`config.mk`:
```
export PLATFORM = sky130hd
export DESIGN_NAME = rmva_divider
export DESIGN_NICKNAME = d
export VERILOG_FILES = /design/src/design/rmva_pkg.sv /design/src/design/rmva_divider.sv
export SDC_FILE = /design/constraint.sdc
export NUM_CORES = 2
export LEC_CHECK = 0
export BUFFER_PORTS_ARGS = -buffer_cell sky130_fd_sc_hd__buf_2
export CAP_MARGIN = 20
export CORE_ASPECT_RATIO = 0.75
export CORE_MARGIN = 1
export CORE_UTILIZATION = 39
export DETAILED_ROUTE_END_ITERATION = 16
export REMOVE_ABC_BUFFERS = 1
export SYNTH_ARGS = -nofsm -noshare
export SYNTH_HDL_FRONTEND = slang
export SYNTH_MEMORY_MAX_BITS = 65536
export SYNTH_SLANG_ARGS = --single-unit
```
`constraint.sdc`:
```
create_clock -name i_clk -period 5.2 [get_ports i_clk]
set_clock_uncertainty 0.2 [all_clocks]
set_input_delay 0.78 -clock i_clk [delete_from_list [all_inputs] [get_ports i_clk]]
set_output_delay 0.78 -clock i_clk [all_outputs]
set_load 0.005 [all_outputs]
```
`src/design/rmva_pkg.sv`:
```
// ----------------------------------------------------------------------------
// rmva_pkg: shared types and constants for the running mean/variance block
// fixed-point widths, beat structs and the default store depth
// ----------------------------------------------------------------------------
package rmva_pkg;

    localparam int unsigned ENTRIES_DEF = 4096;
    localparam int unsigned IDX_W       = 12;
    localparam int unsigned TRIAL_W     = 16;
    localparam int unsigned SAMPLE_W    = 32;
    localparam int unsigned MEAN_W      = 48;
    localparam int unsigned VAR_W       = 64;
    localparam int unsigned NS_W        = 16;
    localparam int unsigned FRAC_W      = 16;
    localparam int unsigned PROD_W      = 2 * MEAN_W;

    typedef struct packed {
        logic [IDX_W-1:0]    entry_index;
        logic [TRIAL_W-1:0]  trial_index;
        logic [SAMPLE_W-1:0] sample_value;
    } t_in_beat;

    typedef struct packed {
        logic [IDX_W-1:0]  entry_echo;
        logic [MEAN_W-1:0] mean_value;
        logic [VAR_W-1:0]  variance_sum;
    } t_out_beat;

endpackage

```
`src/design/rmva_divider.sv`:
```
// ----------------------------------------------------------------------------
// rmva_divider: pipelined restoring divider
// one quotient bit per stage; while i_en is high a new division may enter every cycle
// ----------------------------------------------------------------------------
module rmva_divider
    import rmva_pkg::*;
#(
    parameter int unsigned NUM_W = 48,
    parameter int unsigned DEN_W = 17,
    parameter int unsigned TAG_W = 1
) (
    input  logic             i_clk,
    input  logic             i_rst_n,
    input  logic             i_en,
    input  logic             i_valid,
    input  logic [NUM_W-1:0] i_num,
    input  logic [DEN_W-1:0] i_den,
    input  logic [TAG_W-1:0] i_tag,
    output logic             o_valid,
    output logic [NUM_W-1:0] o_quo,
    output logic [TAG_W-1:0] o_tag
);

    logic [NUM_W:0]           r_vld;
    logic [NUM_W-1:0]         r_num [NUM_W+1];
    logic [DEN_W:0]           r_rem [NUM_W+1];
    logic [DEN_W-1:0]         r_den [NUM_W+1];
    logic [TAG_W-1:0]         r_tag [NUM_W+1];

    // per-stage trial subtraction
    logic [DEN_W+1:0]         trial [NUM_W];
    logic [DEN_W+1:0]         diff  [NUM_W];

    always_ff @(posedge i_clk) begin
        if (!i_rst_n) begin
            r_vld <= '0;
        end else if (i_en) begin
            r_vld <= {r_vld[NUM_W-1:0], i_valid};
        end
    end

    always_comb begin
        for (int s = 0; s < NUM_W; s++) begin
            trial[s] = {r_rem[s], r_num[s][NUM_W-1]};
            diff[s]  = trial[s] - {2'b00, r_den[s]};
        end
    end

    always_ff @(posedge i_clk) begin
        if (i_en) begin
            r_num[0] <= i_num;
            r_rem[0] <= '0;
            r_den[0] <= i_den;
            r_tag[0] <= i_tag;
            for (int s = 0; s < NUM_W; s++) begin
                r_den[s+1] <= r_den[s];
                r_tag[s+1] <= r_tag[s];
                if (!diff[s][DEN_W+1]) begin
                    r_rem[s+1] <= diff[s][DEN_W:0];
                    r_num[s+1] <= {r_num[s][NUM_W-2:0], 1'b1};
                end else begin
                    r_rem[s+1] <= trial[s][DEN_W:0];
                    r_num[s+1] <= {r_num[s][NUM_W-2:0], 1'b0};
                end
            end
        end
    end

    assign o_valid = r_vld[NUM_W];
    assign o_quo   = r_num[NUM_W];
    assign o_tag   = r_tag[NUM_W];

endmodule

```
* After elaboration in Yosys (flattened, before gate mapping)
Memory sizes are Yosys's and may differ from the RTL's. Cells that the tools add are included.
Storage, ports and cells: input bits 70, register bits after elaboration 49, RAM bits 4116, output and inout bits 50, memories kept 4, word-level logic and storage cells 535, bits in read-only memories 0, bits in latches 0
Cells by class: reduce and logical (&&, ||, !) cells 0, mux-type cells 386, shift operators 0, $mul 0, order comparisons 0, add/subtract/negate cells 48, equality and inequality tests 0, div/mod/pow operators 0, bitwise gates (word level) 96
Memory list:
- r_num | words 49, bits a word 48, read ports 49, clocked after memory_dff 0, write ports 49, RTL line rmva_divider.sv:25 | logic [NUM_W-1:0] r_num [NUM_W+1];
- r_rem | words 49, bits a word 18, read ports 48, clocked after memory_dff 0, write ports 49, RTL line rmva_divider.sv:26 | logic [DEN_W:0] r_rem [NUM_W+1];
- r_den | words 49, bits a word 17, read ports 48, clocked after memory_dff 0, write ports 49, RTL line rmva_divider.sv:27 | logic [DEN_W-1:0] r_den [NUM_W+1];
- r_tag | words 49, bits a word 1, read ports 49, clocked after memory_dff 0, write ports 49, RTL line rmva_divider.sv:28 | logic [TAG_W-1:0] r_tag [NUM_W+1];
Operator list (count):
- two-way mux 48 bit | 48
- subtractor 19 x 17 -> 19 bit | 48
- two-way mux 18 bit | 48
- two-way mux 1 bit | 290
- bitwise OR 1 bit | 96

* Longest topological paths before layout
word-level depth 5, mapped depth 13, mapped depth without buffers 12

* Least setup slack after synthesis
Ideal clock, no wire load.
path type input to register, from input i_en, to memory r_num[4][0], in the netlist r_num[0][192], enable pin, setup time 0.447 ns, arrival time 3.787 ns, slack 0.766 ns, stages on the path 6, buffers on the path 6, path through clkbuf_1 -> buf_2 -> clkbuf_1 -> buf_2 -> clkbuf_1 -> clkbuf_1
RTL lines:
- start, declared | RTL line rmva_divider.sv:14 | input logic i_en,
- end, declared | RTL line rmva_divider.sv:25

==> results.yml <==
status:
  outcome: "finished clean"
synth:
  synth-main-ff-cell: "edfxtp_1"
  synth_top_cell_area_share_pct: 68.7
  yosysSeqAreaShare_pct: 69.3
  synth-edff-count: 4062
  synth_cell_types: 90
  syn_inst: 12100
  avgSynthCellArea_um2: 14.6
  yosys.area.top_type: "edfxtp_1"
  syn-cell-area_um2: 178000
  yosysWarnings: 0
  ys_top_cells_by_area: "edfxtp_1 69%, ha_1 5.6%, mux2_2 2.5%"
  async_reset_ff_share_pct: 0
  ys_ff_latch: 4112
placed_design:
  portBuffers: 119
  gp_congestion: 0.842
  pre_cts_ws_ns: 1.05
  dp_hpwl_mm: 204
  placed_cell_area_um2: 186000
pwr:
  p_leak_nw: 74.3
  finalPower_mw: 113
  p_per_area_nw_per_um2: 565
  vdd_drop_max_mv: 0.326
die:
  dieArea_um2: 458000
  core_um2: 453000
  start_util_pct: 39.2
  dieHeight_um: 586
  fp-row-count: 214
  ios: 120
  die_w_um: 781
worst_setup_path:
  cp_max_fo: 17
  r2r_end: "r_rem[1][231]$_DFFE_PP_"
  path_class: "flip-flop to flip-flop"
  rr_startpoint: "r_num[1][575]$_DFFE_PP_"
  rrSetupSlack_ns: 1.00
  cp.required_ns: 5.69
  crit_arrival_ns: 4.69
  cp-start-kind: "flip-flop"
  setup.worst_path.end_class: "flip-flop"
  reg2reg_depth: 12
finish:
  area_growth_pct: 12.6
  drive_above_1_share_pct: 10.8
  design_area_um2: 200000
  final_nets: 13500
sta:
  setup_ws_ns: 1.00
  fin_crit_sh_pct: 80.7
  slew_headroom_pct: 21.8
  finalSetupViolCount: 0
  hold_viol: 0
  period_needed_ns: 4.20
  maxClockFrequency_mhz: 238
  tightest_slew_ns: 1.17
  rsz0062_at_grt: "no"
  final_max_slew_viol_count: 0
  timing.setup.tns_ns: 0
clock_tree:
  numCtsBuffers: 409
  cts_setup_buffers: 0
  cts_root_buf: "clkbuf_16"
  clockBufferDepth: 4
  clkTransAtPathRegs_ns: 0.07
  tritoncts: "built"
  insertion_delay_ns: 1.00
  cts.sinks: 4112
  htreeDepth: 5
global_route:
  overflow: 0
  grt_use_met1_pct: 20.5
  grtUsageTotal_pct: 13.1
  grt_util_met3_pct: 1.98
  top_usage_layer: "met1"
  grt_max_degree: 204
  grt_pass1_vias: 90100
  use_met2_pct: 19.1
  grt_pass1_wl_mm: 495
  grt_antenna_before_repair: 5
drt:
  drc: 0
  vias_per_cell: 4.98
  vias: 94400
  finalWirelength_mm: 309
  firstDrtPassIters: 8
  routedWlPerCell_um: 16.3
  route.antenna.remaining_nets: 0
  drtIter0Drc: 7592
flow_run:
  maxCapViolations: 0
hold_path:
  holdPathEnd: "r_vld[1]$_SDFFE_PN0P_"
  min_path_cells: 2
  min_path_type: "input port to flip-flop"
  worst_hold_startpoint: "i_rst_n"
worst max-delay path: stages, from the launching register on:
cell	delay [ns]
edfxtp_1	0.36
inv_1	0.08
ha_1	0.18
inv_1	0.07
fa_1	0.41
a21oi_1	0.24
o211ai_1	0.21
o2111ai_1	0.33
o211ai_1	0.25
a41oi_2	0.31
mux2i_1	0.54
inv_2	0.33
mux2_2	0.35
worst max-delay path by stage:
stage | start | to | slack [ns] | depth (start not counted)
6_report | r_num[1][575]$_DFFE_PP_ | r_rem[1][231]$_DFFE_PP_ | 1.00 | 12
5_1_grt | r_num[1][575]$_DFFE_PP_ | r_rem[1][226]$_DFFE_PP_ | 0.75 | 12
4_1_cts | r_num[1][575]$_DFFE_PP_ | r_rem[1][231]$_DFFE_PP_ | 0.98 | 12
3_5_place_dp | r_num[1][575]$_DFFE_PP_ | r_rem[1][231]$_DFFE_PP_ | 1.05 | 12
3_3_place_gp | r_num[1][575]$_DFFE_PP_ | r_rem[1][231]$_DFFE_PP_ | 1.16 | 12
2_1_floorplan | r_rem[1][82]$_DFFE_PP_ | r_rem[1][100]$_DFFE_PP_ | 0.82 | 7
state kept, by name, summed over array words and instances (netlist names):
name	count
r_den	816
r_num	2352
r_vld	49
r_rem	846
r_tag	49
synth_stat cells, types with 50 or more instances:
cell,number
nand2b_1,100
nor2_1,679
inv_1,1009
nand3_1,168
mux2_2,400
a21o_1,274
a211oi_1,148
buf_2,89
xnor2_1,388
edfxtp_1,4062
o31ai_1,53
xor2_1,228
o21ai_0,598
a21oi_1,681
nor3_1,103
a31oi_1,89
ha_1,800
mux2i_1,113
o31a_1,62
nand4_1,66
and2_1,110
o21a_1,140
clkbuf_1,146
nand2_1,513
nor2b_1,167
dfxtp_1,50
o211ai_1,63
o21bai_1,61
per-stage QoR:
stage	utilization (%)	instances	hold WS, ns
floorplan	-	11800	0.200
finish	44.1	18900	0.148
detailed placement	41.0	18100	0.205
global placement	41.0	18100	0.200
CTS	44.1	18900	0.0300
global route	44.1	18900	0.0998
timing repair:
action / in CTS / in global routing
resized for setup: 0 / 0
setup endpoints to repair: 0 / 0
hold buffers: 67 / 0
endpoints found under the hold margin: 67 / 0
routing by layer:
metal,wire [um],up-vias,part of all wire [%]
met4,6840,4,2.2
met1,159000,45700,52
li1,-,46500,-
met5,21,-,0.0068
met2,128000,1732,42
met3,14600,480,4.7
report_power, final:
group	internal (mW)	leakage [nW]	total (mW)	switching, mW
registers	44.1	40.1	47.0	2.96
clock network	17.2	6.63	30.0	12.8
logic	16.2	27.5	35.9	19.7
kinds of logic (layout without fill, tap and decap cells):
group                    Yosys count  in the layout  share of synthesized area [%]
AO/OA/AOI/OAI                   2536           2536                           9.20
XOR/XNOR                         616            616                           3.04
adder cells (fa/ha/maj)          846            846                           6.16
buffers and inverters           1296           2069                           2.92
flip-flops                      4112           4112                           69.3
multiplexers                     544            544                           3.42
other                              0              5                              0
AND/OR/NAND/NOR                 2171           2171                           5.99
placed cells by master, fill, tap and decap left out, types with 66 or more instances in the layout:
cell / instances
a21oi_1: 681
nor2b_1: 167
clkbuf_16: 411
clkinv_1: 78
nand2_1: 513
nor2_1: 679
buf_4: 89
edfxtp_1: 4062
a31oi_1: 89
nand2b_1: 100
mux2_2: 400
clkinv_2: 79
nor3_1: 103
dlygate4sd3_1: 67
o21ai_0: 588
and2_1: 110
a21o_1: 274
o21a_1: 140
nand4_1: 66
xnor2_1: 388
ha_1: 800
a211oi_1: 145
inv_1: 1009
buf_2: 118
nand3_1: 168
xor2_1: 228
mux2i_1: 111
layout make-up:
type	instances	area, um^2
fillers	40200	253000
multi-input cells	6713	49500
flip-flops and latches	4112	123000
diodes	5	12.5
clock buffers	478	10600
repair buffers	298	2400
well taps	6048	7570
inverters	1017	3820
clock inverters	276	3130
(Power assumes the default switching activity.)
